===== config.mk =====
export PLATFORM = sky130hd
export DESIGN_NAME = heater_guard_controller
export DESIGN_NICKNAME = d
export VERILOG_FILES = /design/src/rtl/hgc_pkg.sv /design/src/rtl/heater_guard_controller.sv /design/src/rtl/hgc_regs.sv /design/src/rtl/hgc_chan_avg.sv /design/src/rtl/hgc_ctrl.sv
export SDC_FILE = /design/constraint.sdc
export NUM_CORES = 2
export LEC_CHECK = 0
export ABC_AREA = 1
export BUFFER_PORTS_ARGS = -buffer_cell sky130_fd_sc_hd__clkbuf_2
export CORE_MARGIN = 8
export CORE_UTILIZATION = 65
export DETAILED_ROUTE_END_ITERATION = 6
export PLACE_DENSITY = 0.88
export SYNTH_ARGS = -nofsm -noshare
export SYNTH_HDL_FRONTEND = slang
export SYNTH_SLANG_ARGS = --single-unit

===== constraint.sdc =====
create_clock -name aclk -period 10.5 [get_ports aclk]
set_input_delay 2.1 -clock aclk [delete_from_list [all_inputs] [get_ports aclk]]
set_output_delay 2.1 -clock aclk [all_outputs]
set_load 0.05 [all_outputs]

===== src/rtl/hgc_pkg.sv =====
// Shared types and constants of the heater guard controller.
`default_nettype none

package hgc_pkg;

    localparam int CODE_W   = 10;
    localparam int TIME_W   = 32;
    localparam int BLINK_W  = 16;
    localparam int CFG_IDX_W = 3;
    localparam int CFG_DATA_W = 32;

    localparam logic [CODE_W-1:0]  CAB_ON_MAX_RST    = 10'd457;
    localparam logic [CODE_W-1:0]  ROOM_DELTA_RST    = 10'd9;
    localparam logic [CODE_W-1:0]  ROOM_LIMIT_RST    = 10'd437;
    localparam logic [CODE_W-1:0]  SENSOR_LOW_RST    = 10'd172;
    localparam logic [CODE_W-1:0]  SENSOR_HIGH_RST   = 10'd703;
    localparam logic [TIME_W-1:0]  ROOM_PERIOD_RST   = 32'd60000;
    localparam logic [TIME_W-1:0]  CAB_PERIOD_RST    = 32'd30000;
    localparam logic [BLINK_W-1:0] BLINK_PERIOD_RST  = 16'd500;

    typedef enum logic [CFG_IDX_W-1:0] {
        CFG_CAB_ON_MAX   = 3'd0,
        CFG_ROOM_DELTA   = 3'd1,
        CFG_ROOM_LIMIT   = 3'd2,
        CFG_SENSOR_LOW   = 3'd3,
        CFG_SENSOR_HIGH  = 3'd4,
        CFG_ROOM_PERIOD  = 3'd5,
        CFG_CAB_PERIOD   = 3'd6,
        CFG_BLINK_PERIOD = 3'd7
    } cfg_idx_e;

    typedef struct packed {
        logic [CODE_W-1:0]  cab_on_max_code;
        logic [CODE_W-1:0]  room_delta_code;
        logic [CODE_W-1:0]  room_limit_code;
        logic [CODE_W-1:0]  sensor_low_code;
        logic [CODE_W-1:0]  sensor_high_code;
        logic [TIME_W-1:0]  room_period_ms;
        logic [TIME_W-1:0]  cab_period_ms;
        logic [BLINK_W-1:0] blink_period_ms;
    } cfg_t;

    typedef struct packed {
        logic room_heat;
        logic cabinet_heat;
        logic sensor_error;
        logic report_now;
    } flags_t;

endpackage

`default_nettype wire


===== src/rtl/heater_guard_controller.sv =====
// A beat accepted on s_ goes to the input register, then the result register, and so to m_.
// One beat per cycle unless m_ready stalls; per-beat work is one pass between the two registers.
// The averaging rings are memories with a registered read that is prefetched one beat ahead.
// Reset (aresetn, synchronous, active low) clears control, sums, timers and config to defaults.
// Ring contents are not cleared: a fill flag reads unwritten entries as zero until the first wrap.
`default_nettype none

module heater_guard_controller #(
    parameter int AVG_DEPTH        = 16,
    parameter int REPORT_PERIOD_MS = 5000,
    parameter int SAMPLE_BITS      = 10
) (
    input  wire logic                              aclk,
    input  wire logic                              aresetn,

    input  wire logic                              cfg_valid,
    output logic                                   cfg_ready,
    input  wire logic [hgc_pkg::CFG_IDX_W-1:0]     cfg_index,
    input  wire logic [hgc_pkg::CFG_DATA_W-1:0]    cfg_data,

    input  wire logic                              s_valid,
    output logic                                   s_ready,
    input  wire logic [hgc_pkg::TIME_W-1:0]        s_now_ms,
    input  wire logic [SAMPLE_BITS-1:0]            s_in_air_sample,
    input  wire logic [SAMPLE_BITS-1:0]            s_out_air_sample,
    input  wire logic [SAMPLE_BITS-1:0]            s_cabinet_sample,
    input  wire logic                              s_test_button,

    output logic                                   m_valid,
    input  wire logic                              m_ready,
    output logic                                   m_room_heat,
    output logic                                   m_cabinet_heat,
    output logic                                   m_sensor_error,
    output logic                                   m_report_now,
    output logic [hgc_pkg::CODE_W-1:0]             m_avg_in_code,
    output logic [hgc_pkg::CODE_W-1:0]             m_avg_out_code,
    output logic [hgc_pkg::CODE_W-1:0]             m_avg_cab_code
);

    localparam int IDX_W = $clog2(AVG_DEPTH);
    localparam logic [IDX_W-1:0] IDX_LAST = IDX_W'(AVG_DEPTH - 1);

    hgc_pkg::cfg_t   cfg;
    hgc_pkg::flags_t flags;

    // input stage
    logic                       in_valid_reg;
    logic [hgc_pkg::TIME_W-1:0] now_reg;
    logic [SAMPLE_BITS-1:0]     in_air_reg, out_air_reg, cab_reg;
    logic                       button_reg;

    // result stage
    logic                       out_valid_reg;
    hgc_pkg::flags_t            flags_reg;
    logic [hgc_pkg::CODE_W-1:0] avg_in_out_reg, avg_out_out_reg, avg_cab_out_reg;

    logic [IDX_W-1:0]       idx_reg, idx_next, rd_idx;
    logic                   filled_reg;
    logic                   advance;
    logic [SAMPLE_BITS-1:0] avg_in, avg_out, avg_cab;

    assign advance   = in_valid_reg && (!out_valid_reg || m_ready);
    assign s_ready   = !in_valid_reg || advance;
    assign cfg_ready = 1'b1;
    assign idx_next  = (idx_reg == IDX_LAST) ? '0 : idx_reg + 1'b1;
    assign rd_idx    = advance ? idx_next : idx_reg;

    always_ff @(posedge aclk) begin
        if (!aresetn) begin
            in_valid_reg  <= 1'b0;
            out_valid_reg <= 1'b0;
            idx_reg       <= '0;
            filled_reg    <= 1'b0;
        end else begin
            if (s_ready) begin
                in_valid_reg <= s_valid;
            end
            if (advance) begin
                out_valid_reg <= 1'b1;
            end else if (m_ready) begin
                out_valid_reg <= 1'b0;
            end
            if (advance) begin
                idx_reg <= idx_next;
                if (idx_reg == IDX_LAST) begin
                    filled_reg <= 1'b1;
                end
            end
        end
    end

    always_ff @(posedge aclk) begin
        if (s_valid && s_ready) begin
            now_reg     <= s_now_ms;
            in_air_reg  <= s_in_air_sample;
            out_air_reg <= s_out_air_sample;
            cab_reg     <= s_cabinet_sample;
            button_reg  <= s_test_button;
        end
        if (advance) begin
            flags_reg       <= flags;
            avg_in_out_reg  <= hgc_pkg::CODE_W'(avg_in);
            avg_out_out_reg <= hgc_pkg::CODE_W'(avg_out);
            avg_cab_out_reg <= hgc_pkg::CODE_W'(avg_cab);
        end
    end

    hgc_regs u_regs (
        .aclk     (aclk),
        .aresetn  (aresetn),
        .wr_en    (cfg_valid && cfg_ready),
        .wr_index (cfg_index),
        .wr_data  (cfg_data),
        .cfg      (cfg)
    );

    hgc_chan_avg #(
        .AVG_DEPTH   (AVG_DEPTH),
        .SAMPLE_BITS (SAMPLE_BITS),
        .IDX_W       (IDX_W)
    ) u_avg_in (
        .aclk    (aclk),
        .aresetn (aresetn),
        .advance (advance),
        .sample  (in_air_reg),
        .wr_idx  (idx_reg),
        .rd_idx  (rd_idx),
        .filled  (filled_reg),
        .avg     (avg_in)
    );

    hgc_chan_avg #(
        .AVG_DEPTH   (AVG_DEPTH),
        .SAMPLE_BITS (SAMPLE_BITS),
        .IDX_W       (IDX_W)
    ) u_avg_out (
        .aclk    (aclk),
        .aresetn (aresetn),
        .advance (advance),
        .sample  (out_air_reg),
        .wr_idx  (idx_reg),
        .rd_idx  (rd_idx),
        .filled  (filled_reg),
        .avg     (avg_out)
    );

    hgc_chan_avg #(
        .AVG_DEPTH   (AVG_DEPTH),
        .SAMPLE_BITS (SAMPLE_BITS),
        .IDX_W       (IDX_W)
    ) u_avg_cab (
        .aclk    (aclk),
        .aresetn (aresetn),
        .advance (advance),
        .sample  (cab_reg),
        .wr_idx  (idx_reg),
        .rd_idx  (rd_idx),
        .filled  (filled_reg),
        .avg     (avg_cab)
    );

    hgc_ctrl #(
        .SAMPLE_BITS      (SAMPLE_BITS),
        .REPORT_PERIOD_MS (REPORT_PERIOD_MS)
    ) u_ctrl (
        .aclk        (aclk),
        .aresetn     (aresetn),
        .advance     (advance),
        .now_ms      (now_reg),
        .test_button (button_reg),
        .avg_in      (avg_in),
        .avg_out     (avg_out),
        .avg_cab     (avg_cab),
        .cfg         (cfg),
        .flags       (flags)
    );

    assign m_valid        = out_valid_reg;
    assign m_room_heat    = flags_reg.room_heat;
    assign m_cabinet_heat = flags_reg.cabinet_heat;
    assign m_sensor_error = flags_reg.sensor_error;
    assign m_report_now   = flags_reg.report_now;
    assign m_avg_in_code  = avg_in_out_reg;
    assign m_avg_out_code = avg_out_out_reg;
    assign m_avg_cab_code = avg_cab_out_reg;

    // a processed beat always lands in the result register
    a_advance_out: assert property (@(posedge aclk) disable iff (!aresetn)
        advance |=> m_valid)
        else $error("processed beat did not reach result register");

    // ring pointer stays inside the ring for non power of two depths too
    a_idx_range: assert property (@(posedge aclk) disable iff (!aresetn)
        idx_reg <= IDX_LAST)
        else $error("ring index out of range");

    // an empty input stage never stalls the upstream side
    a_in_free: assert property (@(posedge aclk) disable iff (!aresetn)
        !in_valid_reg |-> s_ready)
        else $error("input stage empty but not ready");

    // report never fires on a button beat
    a_no_report_test: assert property (@(posedge aclk) disable iff (!aresetn)
        (advance && button_reg) |=> !m_report_now)
        else $error("report fired while test button held");

endmodule

`default_nettype wire


===== src/rtl/hgc_regs.sv =====
// Configuration register file of the heater guard controller.
`default_nettype none

module hgc_regs (
    input  wire logic                             aclk,
    input  wire logic                             aresetn,
    input  wire logic                             wr_en,
    input  wire logic [hgc_pkg::CFG_IDX_W-1:0]    wr_index,
    input  wire logic [hgc_pkg::CFG_DATA_W-1:0]   wr_data,
    output hgc_pkg::cfg_t                         cfg
);

    hgc_pkg::cfg_t cfg_reg;

    always_ff @(posedge aclk) begin
        if (!aresetn) begin
            cfg_reg.cab_on_max_code  <= hgc_pkg::CAB_ON_MAX_RST;
            cfg_reg.room_delta_code  <= hgc_pkg::ROOM_DELTA_RST;
            cfg_reg.room_limit_code  <= hgc_pkg::ROOM_LIMIT_RST;
            cfg_reg.sensor_low_code  <= hgc_pkg::SENSOR_LOW_RST;
            cfg_reg.sensor_high_code <= hgc_pkg::SENSOR_HIGH_RST;
            cfg_reg.room_period_ms   <= hgc_pkg::ROOM_PERIOD_RST;
            cfg_reg.cab_period_ms    <= hgc_pkg::CAB_PERIOD_RST;
            cfg_reg.blink_period_ms  <= hgc_pkg::BLINK_PERIOD_RST;
        end else if (wr_en) begin
            unique case (hgc_pkg::cfg_idx_e'(wr_index))
                hgc_pkg::CFG_CAB_ON_MAX:   cfg_reg.cab_on_max_code  <= wr_data[hgc_pkg::CODE_W-1:0];
                hgc_pkg::CFG_ROOM_DELTA:   cfg_reg.room_delta_code  <= wr_data[hgc_pkg::CODE_W-1:0];
                hgc_pkg::CFG_ROOM_LIMIT:   cfg_reg.room_limit_code  <= wr_data[hgc_pkg::CODE_W-1:0];
                hgc_pkg::CFG_SENSOR_LOW:   cfg_reg.sensor_low_code  <= wr_data[hgc_pkg::CODE_W-1:0];
                hgc_pkg::CFG_SENSOR_HIGH:  cfg_reg.sensor_high_code <= wr_data[hgc_pkg::CODE_W-1:0];
                hgc_pkg::CFG_ROOM_PERIOD:  cfg_reg.room_period_ms   <= wr_data[hgc_pkg::TIME_W-1:0];
                hgc_pkg::CFG_CAB_PERIOD:   cfg_reg.cab_period_ms    <= wr_data[hgc_pkg::TIME_W-1:0];
                hgc_pkg::CFG_BLINK_PERIOD: cfg_reg.blink_period_ms  <= wr_data[hgc_pkg::BLINK_W-1:0];
                default: ;
            endcase
        end
    end

    assign cfg = cfg_reg;

endmodule

`default_nettype wire


===== src/rtl/hgc_chan_avg.sv =====
// One ADC channel: sample ring memory, running sum and divide by depth.
`default_nettype none

module hgc_chan_avg #(
    parameter int AVG_DEPTH   = 16,
    parameter int SAMPLE_BITS = 10,
    parameter int IDX_W       = 4
) (
    input  wire logic                   aclk,
    input  wire logic                   aresetn,
    input  wire logic                   advance,
    input  wire logic [SAMPLE_BITS-1:0] sample,
    input  wire logic [IDX_W-1:0]       wr_idx,
    input  wire logic [IDX_W-1:0]       rd_idx,
    input  wire logic                   filled,
    output logic      [SAMPLE_BITS-1:0] avg
);

    localparam int L_BITS = $clog2(AVG_DEPTH);
    localparam int SUM_W  = SAMPLE_BITS + L_BITS;
    localparam int SHIFT  = SUM_W + L_BITS;
    localparam int PROD_W = 2 * SUM_W + 1;
    // ceil(2^SHIFT / depth): exact quotient for every SUM_W-bit dividend
    localparam longint unsigned RECIP_FULL =
        ((64'd1 << SHIFT) + AVG_DEPTH - 1) / AVG_DEPTH;
    localparam logic [SUM_W:0] RECIP = RECIP_FULL[SUM_W:0];

    logic [SAMPLE_BITS-1:0] ring_mem [AVG_DEPTH];
    logic [SAMPLE_BITS-1:0] rd_q_reg;
    logic [SUM_W-1:0]       sum_reg;
    logic [SUM_W-1:0]       sum_next;
    logic [SAMPLE_BITS-1:0] old_sample;
    logic [PROD_W-1:0]      prod;

    // rd_q_reg always holds the entry that the next beat overwrites
    always_ff @(posedge aclk) begin
        if (advance) begin
            ring_mem[wr_idx] <= sample;
        end
        rd_q_reg <= ring_mem[rd_idx];
    end

    always_ff @(posedge aclk) begin
        if (!aresetn) begin
            sum_reg <= '0;
        end else if (advance) begin
            sum_reg <= sum_next;
        end
    end

    always_comb begin
        old_sample = filled ? rd_q_reg : '0;
        sum_next   = sum_reg - SUM_W'(old_sample) + SUM_W'(sample);
        prod       = PROD_W'(sum_next) * PROD_W'(RECIP);
        avg        = prod[SHIFT +: SAMPLE_BITS];
    end

endmodule

`default_nettype wire


===== src/rtl/hgc_ctrl.sv =====
// Heater decisions, check timers, blink and report timing.
`default_nettype none

module hgc_ctrl #(
    parameter int SAMPLE_BITS      = 10,
    parameter int REPORT_PERIOD_MS = 5000
) (
    input  wire logic                          aclk,
    input  wire logic                          aresetn,
    input  wire logic                          advance,
    input  wire logic [hgc_pkg::TIME_W-1:0]    now_ms,
    input  wire logic                          test_button,
    input  wire logic [SAMPLE_BITS-1:0]        avg_in,
    input  wire logic [SAMPLE_BITS-1:0]        avg_out,
    input  wire logic [SAMPLE_BITS-1:0]        avg_cab,
    input  wire hgc_pkg::cfg_t                 cfg,
    output hgc_pkg::flags_t                    flags
);

    localparam int CMP_W = (SAMPLE_BITS > hgc_pkg::CODE_W) ? SAMPLE_BITS : hgc_pkg::CODE_W;
    localparam logic [hgc_pkg::TIME_W-1:0] REP_PERIOD = hgc_pkg::TIME_W'(REPORT_PERIOD_MS);

    logic [hgc_pkg::TIME_W-1:0] cab_start_reg,   cab_start_next;
    logic [hgc_pkg::TIME_W-1:0] room_start_reg,  room_start_next;
    logic [hgc_pkg::TIME_W-1:0] rep_start_reg,   rep_start_next;
    logic [hgc_pkg::TIME_W-1:0] blink_start_reg, blink_start_next;
    logic room_on_reg,     room_on_next;
    logic cab_on_reg,      cab_on_next;
    logic error_reg,       error_next;
    logic blink_phase_reg, blink_phase_next;
    logic test_active_reg, test_active_next;
    logic force_reg,       force_next;

    logic cab_exp, room_exp, rep_exp, blink_exp;
    logic cab_due, room_due, report;
    logic cab_want, room_want, err_want;
    logic [CMP_W:0] in_w, out_w, cab_w;

    always_ff @(posedge aclk) begin
        if (!aresetn) begin
            cab_start_reg   <= '0;
            room_start_reg  <= '0;
            rep_start_reg   <= '0;
            blink_start_reg <= '0;
            room_on_reg     <= 1'b0;
            cab_on_reg      <= 1'b0;
            error_reg       <= 1'b0;
            blink_phase_reg <= 1'b0;
            test_active_reg <= 1'b0;
            force_reg       <= 1'b1;
        end else if (advance) begin
            cab_start_reg   <= cab_start_next;
            room_start_reg  <= room_start_next;
            rep_start_reg   <= rep_start_next;
            blink_start_reg <= blink_start_next;
            room_on_reg     <= room_on_next;
            cab_on_reg      <= cab_on_next;
            error_reg       <= error_next;
            blink_phase_reg <= blink_phase_next;
            test_active_reg <= test_active_next;
            force_reg       <= force_next;
        end
    end

    always_comb begin
        // elapsed time is taken modulo 2^32, so wrap of now_ms is harmless
        cab_exp   = (now_ms - cab_start_reg) >= cfg.cab_period_ms;
        room_exp  = (now_ms - room_start_reg) >= cfg.room_period_ms;
        rep_exp   = (now_ms - rep_start_reg) >= REP_PERIOD;
        blink_exp = (now_ms - blink_start_reg) >=
                    hgc_pkg::TIME_W'(cfg.blink_period_ms);

        in_w  = (CMP_W+1)'(avg_in);
        out_w = (CMP_W+1)'(avg_out);
        cab_w = (CMP_W+1)'(avg_cab);

        cab_want  = cab_w <= (CMP_W+1)'(cfg.cab_on_max_code);
        err_want  = (in_w < (CMP_W+1)'(cfg.sensor_low_code)) ||
                    (out_w < (CMP_W+1)'(cfg.sensor_low_code)) ||
                    (in_w > (CMP_W+1)'(cfg.sensor_high_code)) ||
                    (out_w > (CMP_W+1)'(cfg.sensor_high_code));
        // in - out < delta, kept unsigned as in < out + delta
        room_want = (in_w < out_w + (CMP_W+1)'(cfg.room_delta_code)) &&
                    !(in_w > (CMP_W+1)'(cfg.room_limit_code)) && !err_want;

        cab_start_next   = cab_start_reg;
        room_start_next  = room_start_reg;
        rep_start_next   = rep_start_reg;
        blink_start_next = blink_start_reg;
        room_on_next     = room_on_reg;
        cab_on_next      = cab_on_reg;
        error_next       = error_reg;
        blink_phase_next = blink_phase_reg;
        test_active_next = test_active_reg;
        force_next       = force_reg;
        cab_due          = 1'b0;
        room_due         = 1'b0;
        report           = 1'b0;

        priority if (test_button) begin
            test_active_next = 1'b1;
            room_on_next     = 1'b1;
            cab_on_next      = 1'b1;
        end else if (test_active_reg) begin
            // release: heaters off, checks forced on the next beat
            test_active_next = 1'b0;
            room_on_next     = 1'b0;
            cab_on_next      = 1'b0;
            rep_start_next   = now_ms;
            force_next       = 1'b1;
        end else begin
            cab_due    = cab_exp || force_reg;
            room_due   = room_exp || force_reg;
            force_next = 1'b0;
            if (cab_due) begin
                cab_start_next = now_ms;
                cab_on_next    = cab_want;
            end
            if (room_due) begin
                room_start_next = now_ms;
                room_on_next    = room_want;
                error_next      = err_want;
            end
            if (blink_exp) begin
                blink_start_next = now_ms;
                if (error_next) begin
                    blink_phase_next = !blink_phase_reg;
                    cab_on_next      = !blink_phase_reg;
                end
            end
            if (rep_exp) begin
                rep_start_next = now_ms;
            end
            report = rep_exp;
        end

        flags.room_heat    = room_on_next;
        flags.cabinet_heat = cab_on_next;
        flags.sensor_error = error_next;
        flags.report_now   = report;
    end

endmodule

`default_nettype wire

==> impl_metrics.yaml <==
clocking:
  cts_hold_buf: 0
  cts_buffers: 92
  clk_latency_ns: 0.70
  clk_pin_slew_ns: 0.07
  ctsHtreeMaxLevel: 3
  cts_setup_buffers: 0
  clk_root_buffer_cell: "sky130_fd_sc_hd__clkbuf_16"
  cts_tree: "done"
  clockBufferDepth: 3
  cts_resized: 0
  tritoncts_num_sinks: 920
worst_setup_path:
  required_ns: 10.90
  cp.arrival_ns: 6.80
  worstSetupPathType: "reg2reg"
  worstPathMaxFanout: 17
  timing.critical_path.from_type: "flip-flop"
  cp_endpoint_kind: "flip-flop"
  max_stage_delay_ns: 0.73
  worst_path_most_repeated_cell: "sky130_fd_sc_hd__nand2_1"
  crit_path_top_delay_cell: "sky130_fd_sc_hd__dfxtp_1"
timing:
  final_min_period_over_clock_period_pct: 60.9
  max_slew_headroom_pct: 19.2
  rsz_0062_raised_after_global_routing: "false"
  setup_slack_ns: 4.10
  report.final.slew_viol_count: 0
  fin_tns_setup_ns: 0
  timing_worst_slew_pin_value_ns: 1.21
  timing.fmax_ghz: 0.156
  skew_ns: 0.0662
  final-hold-violation-count: 0
  final.min_clock_period_ns: 6.40
  report.final.setup_viol: 0
pwr:
  fin_total_pwr_mw: 9.77
  p_per_area_mw_per_mm2: 184
  leakage_power_nw: 22.6
  largest_vdd_supply_drop_mv: 0.176
grt:
  grt_max_degree: 155
  met3_usage_pct: 6.57
  grt_pass1_vias: 38790
  global_route_wire_length_before_repair_um: 208000
  groute.usage.overall_pct: 31.7
  grt_antenna_before_repair: 3
  groute.layer.met2.usage_pct: 51.1
  global_route.peak_usage_layer: "met2"
  use_met1_pct: 41.0
  grt.overflow.total: 0
route:
  post_drt_via_cell_ratio: 6.05
  routed_length_per_placed_instance_um: 20.4
  first_drt_pass_iteration_count: 7
  ant_nets: 0
  drt_iter0_drc: 4982
  post-route-drc-count: 0
  wirelength_um: 135000
  detailroute.via_count: 40195
layout:
  design.final.nets: 6057
  final_cell_mix: "842 x sky130_fd_sc_hd__nand2_1, 778 x sky130_fd_sc_hd__inv_1, 697 x sky130_fd_sc_hd__nor2_1, 596 x sky130_fd_sc_hd__o21ai_0, 577 x sky130_fd_sc_hd__edfxtp_1"
  flow.area_growth_from_synthesis_pct: 10.0
  leading_cell_type_in_the_layout_fill_and_taps_excluded: "sky130_fd_sc_hd__nand2_1"
  num-fill-cells: 5074
  top_regs: "u_avg_cab.ring_mem x160, u_avg_in.ring_mem x160, u_avg_out.ring_mem x160"
  diodes: 0
  drive_gt1_share_pct: 7.04
yosys:
  synth.cell_area_mm2: 0.0482
  synth_flop_cell: "sky130_fd_sc_hd__edfxtp_1"
  synthesis.yosys.warnings: 0
  synthDominantAreaCellType: "sky130_fd_sc_hd__edfxtp_1"
  cell_types_with_the_largest_area_share_after_synthesis: "sky130_fd_sc_hd__edfxtp_1 36%, sky130_fd_sc_hd__dfxtp_1 14%, sky130_fd_sc_hd__ha_1 8.5%"
  post-synth-top-area-fraction_pct: 35.9
  synth-seq-cells: 920
  synth.distinct_cells: 53
  synth_enable_flop_cells: 577
  postSynth.asyncResetShare_pct: 0
  synth.yosys.seq_area_share_pct: 50.2
  mean_cell_area_of_the_mapped_netlist_um2: 8.76
  syn_nets: 5967
  synthesis.instances: 5501
hold_path:
  hold_class: "reg2reg"
place:
  port_buffers: 138
  detailedPlacementHpwl_um: 87600
  gp_routability_congestion: 0.956
  dp_slack_ns: 4.49
status:
  status: "finished, final reports clean"
floorplan:
  die_height_um: 288
  io_pins: 140
  dieArea_mm2: 0.0831
  die_width_um: 288
  placeableCoreArea_mm2: 0.0739
  rows: 100
  floorplan.initialDensity_pct: 65.2
run:
  drv.max_cap_violation_count: 0
==> worst paths after layout <==
kind                                                             from                               endpoint  slack (ns)  cells after the start
worst max-delay path                          filled_reg$_SDFFE_PN0P_                  m_room_heat$_DFFE_PP_        4.10                     31
worst min-delay path            u_ctrl.cab_start_reg[30]$_SDFFE_PN0P_  u_ctrl.cab_start_reg[30]$_SDFFE_PN0P_        0.46                      2
worst max register to register                filled_reg$_SDFFE_PN0P_                  m_room_heat$_DFFE_PP_        4.10                     31
worst min register to register  u_ctrl.cab_start_reg[30]$_SDFFE_PN0P_  u_ctrl.cab_start_reg[30]$_SDFFE_PN0P_        0.46                      2
==> stage by stage <==
step / instances / hold slack (ns) / cell area [µm²] / util, %
global placement: 6466 / 0.443 / 49900 / 67.4
detailed placement: 6466 / 0.452 / 49900 / 67.4
finish: 6640 / 0.459 / 53000 / 71.7
global route: 6640 / 0.467 / 53000 / 71.7
CTS: 6640 / 0.460 / 53000 / 71.7
floorplan: 5501 / 0.433 / 48200 / -
==> power by group <==
group	internal (mW)	total, mW	switching, mW
Combinational	0.764	2.28	1.51
Clock	1.91	3.39	1.48
Sequential	4.00	4.10	0.107
==> worst max-delay path: cells and delay by family (launching register included) <==
kind | cells | cell delay (ns)
xor gates and xnor gates | 2 | 0.73
DFF | 1 | 0.73
AOI/OAI and AO/OA | 8 | 1.54
and+or+nand+nor | 12 | 1.12
adders and majority gates | 4 | 1.31
buffers and inverters | 5 | 0.67
==> cell usage after synthesis, drive strengths merged (32+ instances only) <==
master and number:
ha 328, o21ai 620, a21oi 438, edfxtp 577, o32ai 32, nand2 854
inv 789, xor2 95, nor2 717, dfxtp 343, nor3 69, nand3 155
clkbuf 153, fa 35, o211ai 46, buf 41
==> layer usage <==
metal / vias to the layer above / wire length (µm) / share of wire [%]
li1: 18577 / - / -
met1: 18590 / 50700 / 37
met2: 2525 / 61400 / 45
met3: 499 / 16700 / 12
met4: 4 / 6580 / 4.9
met5: - / 58 / 0.043
==> layout make-up <==
type                            count  area [µm²]  area share (%)
Sequential cell                   920       24200            45.6
Multi-Input combinational cell   3597       20400            38.4
Inverter                          790        2970            5.60
Clock buffer                      124        2620            4.94
Tap cell                          969        1210            2.29
Timing Repair Buffer              190        1090            2.05
Clock inverter                     50         561            1.06
==> kinds of logic after synthesis <==
family	count (synthesis)	synth area share, %
and+or+nand+nor	1845	15.4
AOI/OAI and AO/OA	1263	14.3
buffers and inverters	984	7.86
DFF	920	50.2
adders and majority gates	363	9.97
xor gates and xnor gates	125	2.27
other	1	0.00778
(Power assumes the default switching activity.)
